--- config.mk ---
export PLATFORM = sky130hd
export DESIGN_NAME = comment_skipping_tokenizer_flat
export DESIGN_NICKNAME = d
export VERILOG_FILES = /design/src/rtl/cst_pkg.sv /design/src/rtl/cst_text_if.sv /design/src/rtl/cst_token_if.sv /design/src/rtl/cst_scan.sv /design/src/rtl/comment_skipping_tokenizer.sv /design/src/flat_wrapper.sv
export SDC_FILE = /design/constraint.sdc
export NUM_CORES = 1
export LEC_CHECK = 0
export ABC_AREA = 0
export BUFFER_PORTS_ARGS = -buffer_cell sky130_fd_sc_hd__buf_2
export CELL_PAD_IN_SITES_DETAIL_PLACEMENT = 1
export CELL_PAD_IN_SITES_GLOBAL_PLACEMENT = 1
export CORE_MARGIN = 10
export CORE_UTILIZATION = 50
export DETAILED_ROUTE_END_ITERATION = 12
export PLACE_DENSITY_LB_ADDON = 0.1
export SYNTH_ARGS = -nofsm -noshare
export SYNTH_HDL_FRONTEND = slang
export SYNTH_HIERARCHICAL = 1
export SYNTH_SLANG_ARGS = --single-unit
--- constraint.sdc ---
create_clock -name clk_i -period 4.02 [get_ports clk_i]
set_input_delay 0.201 -clock clk_i [delete_from_list [all_inputs] [get_ports clk_i]]
set_output_delay 0.201 -clock clk_i [all_outputs]
set_load 0.005 [all_outputs]
--- src/rtl/cst_pkg.sv ---
// Shared constants and result type of the comment-skipping tokenizer.
// No dependencies; imported by the scan core and the top level.
`timescale 1ns / 1ps

package cst_pkg;

  // Longest word kept; a quoted token keeps one byte less
  localparam int unsigned TOKEN_LIMIT = 1024;
  localparam int unsigned LEN_W       = $clog2(TOKEN_LIMIT + 1);

  // Byte classes
  localparam logic [7:0] CH_END     = 8'h00;
  localparam logic [7:0] CH_SEP_MAX = 8'h20;
  localparam logic [7:0] CH_SLASH   = 8'h2F;
  localparam logic [7:0] CH_STAR    = 8'h2A;
  localparam logic [7:0] CH_QUOTE   = 8'h22;
  localparam logic [7:0] CH_NL      = 8'h0A;

  // One result of the scan core; emit marks that an item leaves
  typedef struct packed {
    logic       emit;
    logic [7:0] token_byte;
    logic       byte_valid;
    logic       token_last;
    logic       token_quoted;
    logic       token_dropped;
  } tok_res_t;

endpackage

--- src/rtl/cst_text_if.sv ---
// Input channel of the tokenizer: one text byte per item.
// Standalone interface, no dependencies.
`timescale 1ns / 1ps

interface cst_text_if;
  logic       valid;
  logic       ready;
  logic [7:0] text_byte;

  modport source (output valid, output text_byte, input ready);
  modport sink   (input valid, input text_byte, output ready);
endinterface

--- src/rtl/cst_token_if.sv ---
// Output channel of the tokenizer: one token byte with its markers per item.
// Standalone interface, no dependencies.
`timescale 1ns / 1ps

interface cst_token_if;
  logic       valid;
  logic       ready;
  logic [7:0] token_byte;
  logic       byte_valid;
  logic       token_last;
  logic       token_quoted;
  logic       token_dropped;

  modport source (output valid, output token_byte, output byte_valid, output token_last,
                  output token_quoted, output token_dropped, input ready);
  modport sink   (input valid, input token_byte, input byte_valid, input token_last,
                  input token_quoted, input token_dropped, output ready);
endinterface

--- src/rtl/cst_scan.sv ---
// Scan core: mode register, held byte and token length, with the per-byte step logic.
// Depends on cst_pkg.
`timescale 1ns / 1ps

module cst_scan
  import cst_pkg::*;
(
  input  logic       clk_i,
  input  logic       rst_ni,
  input  logic       step_i,
  input  logic [7:0] byte_i,
  output tok_res_t   res_o
);

  localparam logic [2:0] MODE_BETWEEN    = 3'd0;
  localparam logic [2:0] MODE_SLASH      = 3'd1;
  localparam logic [2:0] MODE_LINE_CMT   = 3'd2;
  localparam logic [2:0] MODE_BLOCK_CMT  = 3'd3;
  localparam logic [2:0] MODE_BLOCK_STAR = 3'd4;
  localparam logic [2:0] MODE_QUOTED     = 3'd5;
  localparam logic [2:0] MODE_WORD       = 3'd6;

  localparam logic [LEN_W-1:0] LEN_ONE   = LEN_W'(1);
  localparam logic [LEN_W-1:0] LEN_WORD  = LEN_W'(TOKEN_LIMIT);
  localparam logic [LEN_W-1:0] LEN_QUOTE = LEN_W'(TOKEN_LIMIT - 1);

  logic [2:0]       mode_q, mode_d;
  logic [7:0]       held_byte_q, held_byte_d;
  logic             held_valid_q, held_valid_d;
  logic [LEN_W-1:0] len_q, len_d;

  // Word step inputs: what is held going into the word byte
  logic [7:0]       wb_held;
  logic [LEN_W-1:0] wb_len;
  logic             wb_run;
  logic             is_sep;

  assign is_sep = (byte_i <= CH_SEP_MAX);

  // Step the scan for one byte
  always_comb begin
    mode_d       = mode_q;
    held_byte_d  = held_byte_q;
    held_valid_d = held_valid_q;
    len_d        = len_q;
    res_o        = '0;
    wb_held      = held_byte_q;
    wb_len       = len_q;
    wb_run       = 1'b0;

    case (mode_q)
      MODE_SLASH: begin
        if (byte_i == CH_SLASH) begin
          mode_d = MODE_LINE_CMT;
        end else if (byte_i == CH_STAR) begin
          mode_d = MODE_BLOCK_CMT;
        end else begin
          // lone slash opens a word
          held_byte_d  = CH_SLASH;
          held_valid_d = 1'b1;
          len_d        = LEN_ONE;
          mode_d       = MODE_WORD;
          wb_held      = CH_SLASH;
          wb_len       = LEN_ONE;
          wb_run       = 1'b1;
        end
      end
      MODE_LINE_CMT: begin
        if (byte_i == CH_END || byte_i == CH_NL) begin
          mode_d = MODE_BETWEEN;
        end
      end
      MODE_BLOCK_CMT: begin
        if (byte_i == CH_END) begin
          mode_d = MODE_BETWEEN;
        end else if (byte_i == CH_STAR) begin
          mode_d = MODE_BLOCK_STAR;
        end
      end
      MODE_BLOCK_STAR: begin
        if (byte_i == CH_END || byte_i == CH_SLASH) begin
          mode_d = MODE_BETWEEN;
        end else if (byte_i != CH_STAR) begin
          mode_d = MODE_BLOCK_CMT;
        end
      end
      MODE_QUOTED: begin
        if (byte_i == CH_END || byte_i == CH_QUOTE) begin
          // close the quoted token, byteless when nothing was held
          res_o.emit         = 1'b1;
          res_o.token_byte   = held_valid_q ? held_byte_q : 8'h00;
          res_o.byte_valid   = held_valid_q;
          res_o.token_last   = 1'b1;
          res_o.token_quoted = 1'b1;
          held_byte_d        = 8'h00;
          held_valid_d       = 1'b0;
          len_d              = '0;
          mode_d             = MODE_BETWEEN;
        end else if (len_q < LEN_QUOTE) begin
          len_d = len_q + LEN_ONE;
          if (held_valid_q) begin
            res_o.emit         = 1'b1;
            res_o.token_byte   = held_byte_q;
            res_o.byte_valid   = 1'b1;
            res_o.token_quoted = 1'b1;
          end
          held_byte_d  = byte_i;
          held_valid_d = 1'b1;
        end
      end
      MODE_WORD: begin
        if (!held_valid_q) begin
          held_byte_d  = 8'h00;
          held_valid_d = 1'b0;
          len_d        = '0;
          mode_d       = MODE_BETWEEN;
        end else begin
          wb_run = 1'b1;
        end
      end
      default: begin
        if (is_sep) begin
          held_byte_d  = 8'h00;
          held_valid_d = 1'b0;
          len_d        = '0;
          mode_d       = MODE_BETWEEN;
        end else if (byte_i == CH_SLASH) begin
          held_valid_d = 1'b0;
          len_d        = '0;
          mode_d       = MODE_SLASH;
        end else if (byte_i == CH_QUOTE) begin
          held_byte_d  = 8'h00;
          held_valid_d = 1'b0;
          len_d        = '0;
          mode_d       = MODE_QUOTED;
        end else begin
          held_byte_d  = byte_i;
          held_valid_d = 1'b1;
          len_d        = LEN_ONE;
          mode_d       = MODE_WORD;
        end
      end
    endcase

    // Word byte: pass the held byte on below the limit, close the word at a separator
    if (wb_run) begin
      if (!is_sep) begin
        if (wb_len < LEN_WORD) begin
          res_o.emit       = 1'b1;
          res_o.token_byte = wb_held;
          res_o.byte_valid = 1'b1;
          held_byte_d      = byte_i;
          len_d            = wb_len + LEN_ONE;
        end
      end else begin
        res_o.emit          = 1'b1;
        res_o.token_byte    = wb_held;
        res_o.byte_valid    = 1'b1;
        res_o.token_last    = 1'b1;
        res_o.token_dropped = (wb_len >= LEN_WORD);
        held_byte_d         = 8'h00;
        held_valid_d        = 1'b0;
        len_d               = '0;
        mode_d              = MODE_BETWEEN;
      end
    end
  end

  // Advance the scan state on each stepped byte
  always_ff @(posedge clk_i or negedge rst_ni) begin
    if (!rst_ni) begin
      mode_q       <= MODE_BETWEEN;
      held_byte_q  <= 8'h00;
      held_valid_q <= 1'b0;
      len_q        <= '0;
    end else if (step_i) begin
      mode_q       <= mode_d;
      held_byte_q  <= held_byte_d;
      held_valid_q <= held_valid_d;
      len_q        <= len_d;
    end
  end

`ifndef NO_ASSERTIONS
  // A word in progress always holds a byte
  a_word_held: assert property (@(posedge clk_i) disable iff (!rst_ni)
    (mode_q == MODE_WORD) |-> held_valid_q)
    else $error("word mode without a held byte");

  // Kept length never passes the word limit
  a_len_bound: assert property (@(posedge clk_i) disable iff (!rst_ni)
    len_q <= LEN_WORD)
    else $error("token length beyond limit");

  // Comment modes carry no token
  a_cmt_empty: assert property (@(posedge clk_i) disable iff (!rst_ni)
    (mode_q == MODE_LINE_CMT || mode_q == MODE_BLOCK_CMT || mode_q == MODE_BLOCK_STAR)
      |-> !held_valid_q)
    else $error("held byte inside a comment");
`endif

endmodule

--- src/rtl/comment_skipping_tokenizer.sv ---
// Order: an accepted byte is registered, then stepped once the result register
// can take its result; its result (if any) is presented from the result register.
// Throughput: one byte per cycle while results are taken; a result that waits on a
// stalled output holds the registered byte, so text input stalls with the output.
// Reset: asynchronous, active low; scan state returns to between tokens, both
// registers empty.
`timescale 1ns / 1ps

module comment_skipping_tokenizer
  import cst_pkg::*;
(
  input  logic         clk_i,
  input  logic         rst_ni,
  cst_text_if.sink     txt_i,
  cst_token_if.source  tok_o
);

  logic       in_vld_q, in_vld_d;
  logic [7:0] in_byte_q, in_byte_d;
  logic       out_vld_q, out_vld_d;
  tok_res_t   out_q, out_d;
  tok_res_t   step_res;
  logic       advance;

  // Step the held byte when the result register can take its result
  assign advance     = in_vld_q && (!out_vld_q || tok_o.ready);
  assign txt_i.ready = !in_vld_q || advance;

  cst_scan u_scan (
    .clk_i  (clk_i),
    .rst_ni (rst_ni),
    .step_i (advance),
    .byte_i (in_byte_q),
    .res_o  (step_res)
  );

  // Load the input register, refill the result register
  always_comb begin
    in_vld_d  = in_vld_q;
    in_byte_d = in_byte_q;
    out_vld_d = out_vld_q;
    out_d     = out_q;
    if (txt_i.ready) begin
      in_vld_d = txt_i.valid;
      if (txt_i.valid) begin
        in_byte_d = txt_i.text_byte;
      end
    end
    if (advance) begin
      out_vld_d = step_res.emit;
      out_d     = step_res;
    end else if (tok_o.ready) begin
      out_vld_d = 1'b0;
    end
  end

  always_ff @(posedge clk_i or negedge rst_ni) begin
    if (!rst_ni) begin
      in_vld_q  <= 1'b0;
      out_vld_q <= 1'b0;
    end else begin
      in_vld_q  <= in_vld_d;
      out_vld_q <= out_vld_d;
    end
  end

  always_ff @(posedge clk_i) begin
    in_byte_q <= in_byte_d;
    out_q     <= out_d;
  end

  assign tok_o.valid         = out_vld_q;
  assign tok_o.token_byte    = out_q.token_byte;
  assign tok_o.byte_valid    = out_q.byte_valid;
  assign tok_o.token_last    = out_q.token_last;
  assign tok_o.token_quoted  = out_q.token_quoted;
  assign tok_o.token_dropped = out_q.token_dropped;

`ifndef NO_ASSERTIONS
  // Drop flag only on the closing item of a word
  a_drop_last: assert property (@(posedge clk_i) disable iff (!rst_ni)
    (out_vld_q && out_q.token_dropped) |-> (out_q.token_last && !out_q.token_quoted))
    else $error("drop flag outside a word's last item");

  // A byteless item is only the close of an empty quoted token
  a_empty_quote: assert property (@(posedge clk_i) disable iff (!rst_ni)
    (out_vld_q && !out_q.byte_valid)
      |-> (out_q.token_last && out_q.token_quoted && out_q.token_byte == 8'h00))
    else $error("byteless item that is not an empty quoted token");

  // A stalled result blocks stepping of the held byte
  a_stall_hold: assert property (@(posedge clk_i) disable iff (!rst_ni)
    (in_vld_q && out_vld_q && !tok_o.ready) |=> in_vld_q)
    else $error("held byte lost during output stall");
`endif

endmodule

--- src/flat_wrapper.sv ---
// flat-port wrapper written by rule: the top's interface ports become plain ports
module comment_skipping_tokenizer_flat import cst_pkg::*;
  (clk_i, rst_ni, txt_i_valid, txt_i_text_byte, txt_i_ready, tok_o_valid, tok_o_token_byte, tok_o_byte_valid, tok_o_token_last, tok_o_token_quoted, tok_o_token_dropped, tok_o_ready);
  cst_text_if txt_i_i ();
  cst_token_if tok_o_i ();
  input  logic clk_i;
  input  logic rst_ni;
  input wire logic [$bits(txt_i_i.valid)-1:0] txt_i_valid;
  input wire logic [$bits(txt_i_i.text_byte)-1:0] txt_i_text_byte;
  output wire logic [$bits(txt_i_i.ready)-1:0] txt_i_ready;
  output wire logic [$bits(tok_o_i.valid)-1:0] tok_o_valid;
  output wire logic [$bits(tok_o_i.token_byte)-1:0] tok_o_token_byte;
  output wire logic [$bits(tok_o_i.byte_valid)-1:0] tok_o_byte_valid;
  output wire logic [$bits(tok_o_i.token_last)-1:0] tok_o_token_last;
  output wire logic [$bits(tok_o_i.token_quoted)-1:0] tok_o_token_quoted;
  output wire logic [$bits(tok_o_i.token_dropped)-1:0] tok_o_token_dropped;
  input wire logic [$bits(tok_o_i.ready)-1:0] tok_o_ready;
  assign txt_i_i.valid = txt_i_valid;
  assign txt_i_i.text_byte = txt_i_text_byte;
  assign txt_i_ready = txt_i_i.ready;
  assign tok_o_valid = tok_o_i.valid;
  assign tok_o_token_byte = tok_o_i.token_byte;
  assign tok_o_byte_valid = tok_o_i.byte_valid;
  assign tok_o_token_last = tok_o_i.token_last;
  assign tok_o_token_quoted = tok_o_i.token_quoted;
  assign tok_o_token_dropped = tok_o_i.token_dropped;
  assign tok_o_i.ready = tok_o_ready;
  comment_skipping_tokenizer u_core (.clk_i(clk_i), .rst_ni(rst_ni), .txt_i(txt_i_i), .tok_o(tok_o_i));
endmodule
==> flow_results.xml <==
<?xml version="1.0" encoding="UTF-8"?>
<metrics>
  <group name="outcome">
    <metric name="status" unit="">finished clean</metric>
  </group>
  <group name="logic_synthesis">
    <metric name="synthFlopType" unit="">sky130_fd_sc_hd__dfrtp_1</metric>
    <metric name="synth.cell_area" unit="mm²">0.003027</metric>
    <metric name="synth_enable_flop_cells" unit="">20</metric>
    <metric name="sequential_share_of_the_synthesized_area" unit="%">40.51</metric>
    <metric name="postSynthCellCount" unit="">338</metric>
    <metric name="synth-async-reset-ratio" unit="%">55.56</metric>
    <metric name="synth_top_area_share" unit="%">20.67</metric>
    <metric name="synth_area_per_cell" unit="µm²">8.955</metric>
    <metric name="postSynthNetCount" unit="">352</metric>
    <metric name="synth-seq-cells" unit="">45</metric>
    <metric name="synth.lib_cells_used.distinct" unit="">71</metric>
    <metric name="synthDominantAreaCellType" unit="">sky130_fd_sc_hd__dfrtp_1</metric>
    <metric name="yosys_warnings" unit="">6</metric>
    <metric name="post_synth_main_area_contributors" unit="">sky130_fd_sc_hd__dfrtp_1 (21%), sky130_fd_sc_hd__edfxtp_1 (20%), sky130_fd_sc_hd__nand2_1 (5.0%)</metric>
  </group>
  <group name="global_routing">
    <metric name="vias_in_the_first_global_route" unit="">2831</metric>
    <metric name="grt-ovfl-total" unit="">0</metric>
    <metric name="antenna_violations_before_repair" unit="">0</metric>
    <metric name="grt_start_max_net_pins" unit="">26</metric>
    <metric name="grt_use_total" unit="%">18.93</metric>
    <metric name="grt_pass1_wl" unit="mm">15.07</metric>
  </group>
  <group name="worst_setup_path">
    <metric name="rrSetupSlack" unit="ps">960</metric>
    <metric name="critPathRequiredTime" unit="ps">4210</metric>
    <metric name="cell_type_of_the_slowest_stage_on_the_worst_timing_path" unit="">sky130_fd_sc_hd__edfxtp_1</metric>
    <metric name="setup.worst_path.end" unit="">u_core/u_scan/len_q[8]</metric>
    <metric name="worstSetupEndpointType" unit="">flop</metric>
    <metric name="cell_chain_of_the_critical_path" unit="">nor4b_4 &gt; a31oi_4 &gt; nor2_1 &gt; ha_1 &gt; and3_1 &gt; nor2b_1 &gt; nor2b_1 &gt; o21ai_0 &gt; a21oi_1 &gt; o21ai_0</metric>
    <metric name="critical_path_arrival" unit="ps">3260</metric>
    <metric name="startpoint_type" unit="">flop</metric>
    <metric name="worstReg2RegStart" unit="">u_core/in_byte_q[5]</metric>
    <metric name="depth_of_the_most_critical_reg_to_reg_path" unit="">10</metric>
    <metric name="setup.worst_path.start" unit="">u_core/in_byte_q[5]</metric>
    <metric name="timing_worst_setup_path_type" unit="">flop to flop</metric>
    <metric name="rr_endpoint" unit="">u_core/u_scan/len_q[8]</metric>
    <metric name="cp_slowest_stage_delay" unit="ps">630</metric>
    <metric name="worst_path_max_fanout" unit="">17</metric>
  </group>
  <group name="placed_design">
    <metric name="numPlacedInstances" unit="">419</metric>
    <metric name="place_congestion" unit="">0.8865</metric>
    <metric name="placedInstanceArea" unit="mm²">0.003161</metric>
    <metric name="dp_slack" unit="ps">1040</metric>
    <metric name="buffer_ports.inserted" unit="">25</metric>
    <metric name="post_dp_hpwl" unit="mm">6.842</metric>
  </group>
  <group name="sta">
    <metric name="fin_skew" unit="ps">5.952</metric>
    <metric name="worst_slew_pin_slew" unit="ps">882.0</metric>
    <metric name="timing.final.setup_violations" unit="">0</metric>
    <metric name="max-slew-margin-rel" unit="%">41.20</metric>
    <metric name="maximum_clock_frequency" unit="GHz">0.3266</metric>
    <metric name="period_minus_slack" unit="ps">3061</metric>
    <metric name="rsz0062_at_grt" unit="">false</metric>
    <metric name="layout_worst_path_cycle_share" unit="%">76.16</metric>
    <metric name="report.final.hold_viol_count" unit="">0</metric>
    <metric name="final-max-slew-violation-count" unit="">0</metric>
    <metric name="postLayoutSetupSlackWorst" unit="ps">958.5</metric>
    <metric name="fin_setup_tns" unit="ps">0</metric>
  </group>
  <group name="power_and_ir_drop">
    <metric name="design_power_total" unit="W">0.001945</metric>
    <metric name="ir_drop" unit="mV">0.3104</metric>
    <metric name="pwr_density_cell" unit="mW/mm²">591.4</metric>
    <metric name="power.leakage" unit="nW">1.314</metric>
  </group>
  <group name="routing">
    <metric name="routed-via-count" unit="">2772</metric>
    <metric name="met2_length" unit="mm">4.223</metric>
    <metric name="highest_layer" unit="">met4</metric>
    <metric name="dr.pass1.iters" unit="">4</metric>
    <metric name="wire_per_inst" unit="µm">21.44</metric>
    <metric name="met3_wirelength" unit="µm">574</metric>
    <metric name="remaining_drc_errors" unit="">0</metric>
    <metric name="postRouteWirelength" unit="mm">9.176</metric>
    <metric name="route.layer.met1.wl" unit="mm">4.203</metric>
    <metric name="detail_route.vias_per_cell" unit="">6.477</metric>
    <metric name="dr.first_iter.drc_count" unit="">205</metric>
    <metric name="antenna_violating_nets_post_route" unit="">0</metric>
  </group>
  <group name="cts">
    <metric name="worst_skew_pair.late_latency" unit="ps">310</metric>
    <metric name="clk_pin_slew_worst_paths" unit="ps">90</metric>
    <metric name="clock_path_buffers" unit="">2</metric>
    <metric name="numCtsBuffers" unit="">5</metric>
    <metric name="cts-root-buf" unit="">sky130_fd_sc_hd__clkbuf_8</metric>
    <metric name="clkSinkCount" unit="">45</metric>
    <metric name="ctsHtreeMaxLevel" unit="">2</metric>
    <metric name="cts-resized-gates" unit="">0</metric>
    <metric name="cts_tree" unit="">built</metric>
  </group>
  <group name="final_layout">
    <metric name="filler_cell_count" unit="">710</metric>
    <metric name="stdcell_count" unit="">428</metric>
    <metric name="diodes" unit="">0</metric>
    <metric name="final_net_count" unit="">366</metric>
    <metric name="share_of_post_route_cells_with_drive_strength_above_1" unit="%">16.15</metric>
    <metric name="register_area" unit="mm²">0.001226</metric>
    <metric name="fin_area" unit="mm²">0.003289</metric>
    <metric name="syn2layout_area_growth" unit="%">8.681</metric>
    <metric name="multiInputGateArea" unit="mm²">0.001652</metric>
  </group>
  <group name="flow_run">
    <metric name="max_cap_violations" unit="">0</metric>
  </group>
  <group name="die">
    <metric name="die_height" unit="µm">97.80</metric>
    <metric name="initial_utilization" unit="%">51.42</metric>
    <metric name="die_width" unit="µm">97.80</metric>
    <metric name="dieArea" unit="mm²">0.009565</metric>
    <metric name="num_rows" unit="">28</metric>
    <metric name="core_area" unit="mm²">0.005886</metric>
    <metric name="ioPinCount" unit="">26</metric>
  </group>
  <group name="worst_hold_path">
    <metric name="hold_path.class" unit="">input port to flop</metric>
    <metric name="holdPathStages" unit="">1</metric>
  </group>
</metrics>
cells in the final DEF, fill, tap and decap left out, drive strengths merged, types with 6 or more instances in the layout:
cell / synthesis / final
nand2: 40 / 40
o21ai: 35 / 35
buf: 10 / 28
a21oi: 27 / 27
dfrtp: 25 / 25
nor2: 25 / 25
edfxtp: 20 / 20
nand3: 16 / 16
inv: 11 / 12
nor3: 9 / 9
nand2b: 7 / 7
and3: 6 / 6
stage by stage:
stage / hold WS [ps] / utilization (%)
finish: 56.38 / 55.89
global route: 53.44 / 55.89
CTS: 54.73 / 55.89
detailed placement: 265.8 / 53.70
global placement: 263.6 / 53.70
floorplan: -94.59 / -
synth_stat cells (2+ instances only):
cell,instances
sky130_fd_sc_hd__a211oi_2,2
sky130_fd_sc_hd__a21o_1,2
sky130_fd_sc_hd__a21oi_1,27
sky130_fd_sc_hd__a221oi_1,2
sky130_fd_sc_hd__a22o_1,4
sky130_fd_sc_hd__a22oi_1,2
sky130_fd_sc_hd__a311oi_1,2
sky130_fd_sc_hd__a31o_2,2
sky130_fd_sc_hd__a31oi_1,3
sky130_fd_sc_hd__a31oi_4,2
sky130_fd_sc_hd__a41o_1,2
sky130_fd_sc_hd__and2_1,4
sky130_fd_sc_hd__and3_1,5
sky130_fd_sc_hd__and4_1,3
sky130_fd_sc_hd__buf_2,8
sky130_fd_sc_hd__buf_6,2
sky130_fd_sc_hd__clkbuf_1,12
sky130_fd_sc_hd__dfrtp_1,25
sky130_fd_sc_hd__edfxtp_1,20
sky130_fd_sc_hd__ha_1,2
sky130_fd_sc_hd__inv_1,10
sky130_fd_sc_hd__nand2_1,40
sky130_fd_sc_hd__nand2b_1,7
sky130_fd_sc_hd__nand3_1,16
sky130_fd_sc_hd__nand3b_1,2
sky130_fd_sc_hd__nor2_1,25
sky130_fd_sc_hd__nor2b_1,5
sky130_fd_sc_hd__nor3_1,8
sky130_fd_sc_hd__nor4_1,3
sky130_fd_sc_hd__o2111ai_1,2
sky130_fd_sc_hd__o211ai_1,4
sky130_fd_sc_hd__o21a_1,2
sky130_fd_sc_hd__o21ai_0,30
sky130_fd_sc_hd__o21ai_1,3
sky130_fd_sc_hd__o21ai_2,2
sky130_fd_sc_hd__o221ai_1,2
sky130_fd_sc_hd__o22ai_1,3
sky130_fd_sc_hd__o31ai_1,4
sky130_fd_sc_hd__or3_1,2
sky130_fd_sc_hd__xnor2_1,5
sky130_fd_sc_hd__xor2_1,2
power by group:
group	total (W)	internal, W	switching (W)	leakage (nW)
Clock	0.000367	0.000191	0.000177	0.0603
Combinational	0.000836	0.000305	0.000532	0.723
Sequential	0.000742	0.000597	0.000145	0.531
per-layer routing:
metal	GRT usage, %	vias up
met2	30.25	92
met1	24.97	1366
li1	-	1298
met4	6.488	0
met5	0	-
met3	3.665	16
critical path, delay by kind of cell, from the launching register on:
family	cells	cell delay, ps
AND/OR/NAND/NOR	5	1400
AO/OA/AOI/OAI	4	680
flip-flops	1	630
adder cells (fa/ha/maj)	1	220
cell type report:
cell class | count | area share (%)
Timing Repair Buffer | 29 | 4.793
Sequential cell | 45 | 37.28
Inverter | 11 | 1.255
Tap cell | 75 | 2.853
Clock inverter | 3 | 1.521
Clock buffer | 5 | 2.092
Multi-Input combinational cell | 260 | 50.21
state kept, by name, summed over array words and instances (netlist names), 3 cells and up:
signal / flops
u_core/in_byte_q: 8
u_core/tok_o.token_byte: 8
u_core/u_scan/held_byte_q: 8
u_core/u_scan/len_q: 11
u_core/u_scan/mode_q: 3
how the worst min path moves through the flow:
stage / startpoint / to / slack (ps)
after floorplan: rst_ni / u_core/in_vld_q / -90
after global placement: rst_ni / u_core/u_scan/held_byte_q[6] / 260
after detailed placement: rst_ni / u_core/u_scan/len_q[2] / 270
after CTS: txt_i_text_byte[7] / u_core/in_byte_q[7] / 50
after global routing: txt_i_text_byte[2] / u_core/in_byte_q[2] / 50
final: txt_i_text_byte[3] / u_core/in_byte_q[3] / 60
cells by family after synthesis:
logic type / synth area share (%)
AO/OA/AOI/OAI: 27.41
multiplexers: 0.3307
adder cells (fa/ha/maj): 0.8267
buffers and inverters: 4.919
flip-flops: 40.51
XOR/XNOR: 2.026
AND/OR/NAND/NOR: 23.98
timing repair:
item	in CTS	in global routing
endpoints found under the hold margin	25	0
buffers inserted	0	0
hold buffers	1	0
Note: power is estimated with default switching activity, not from simulation.
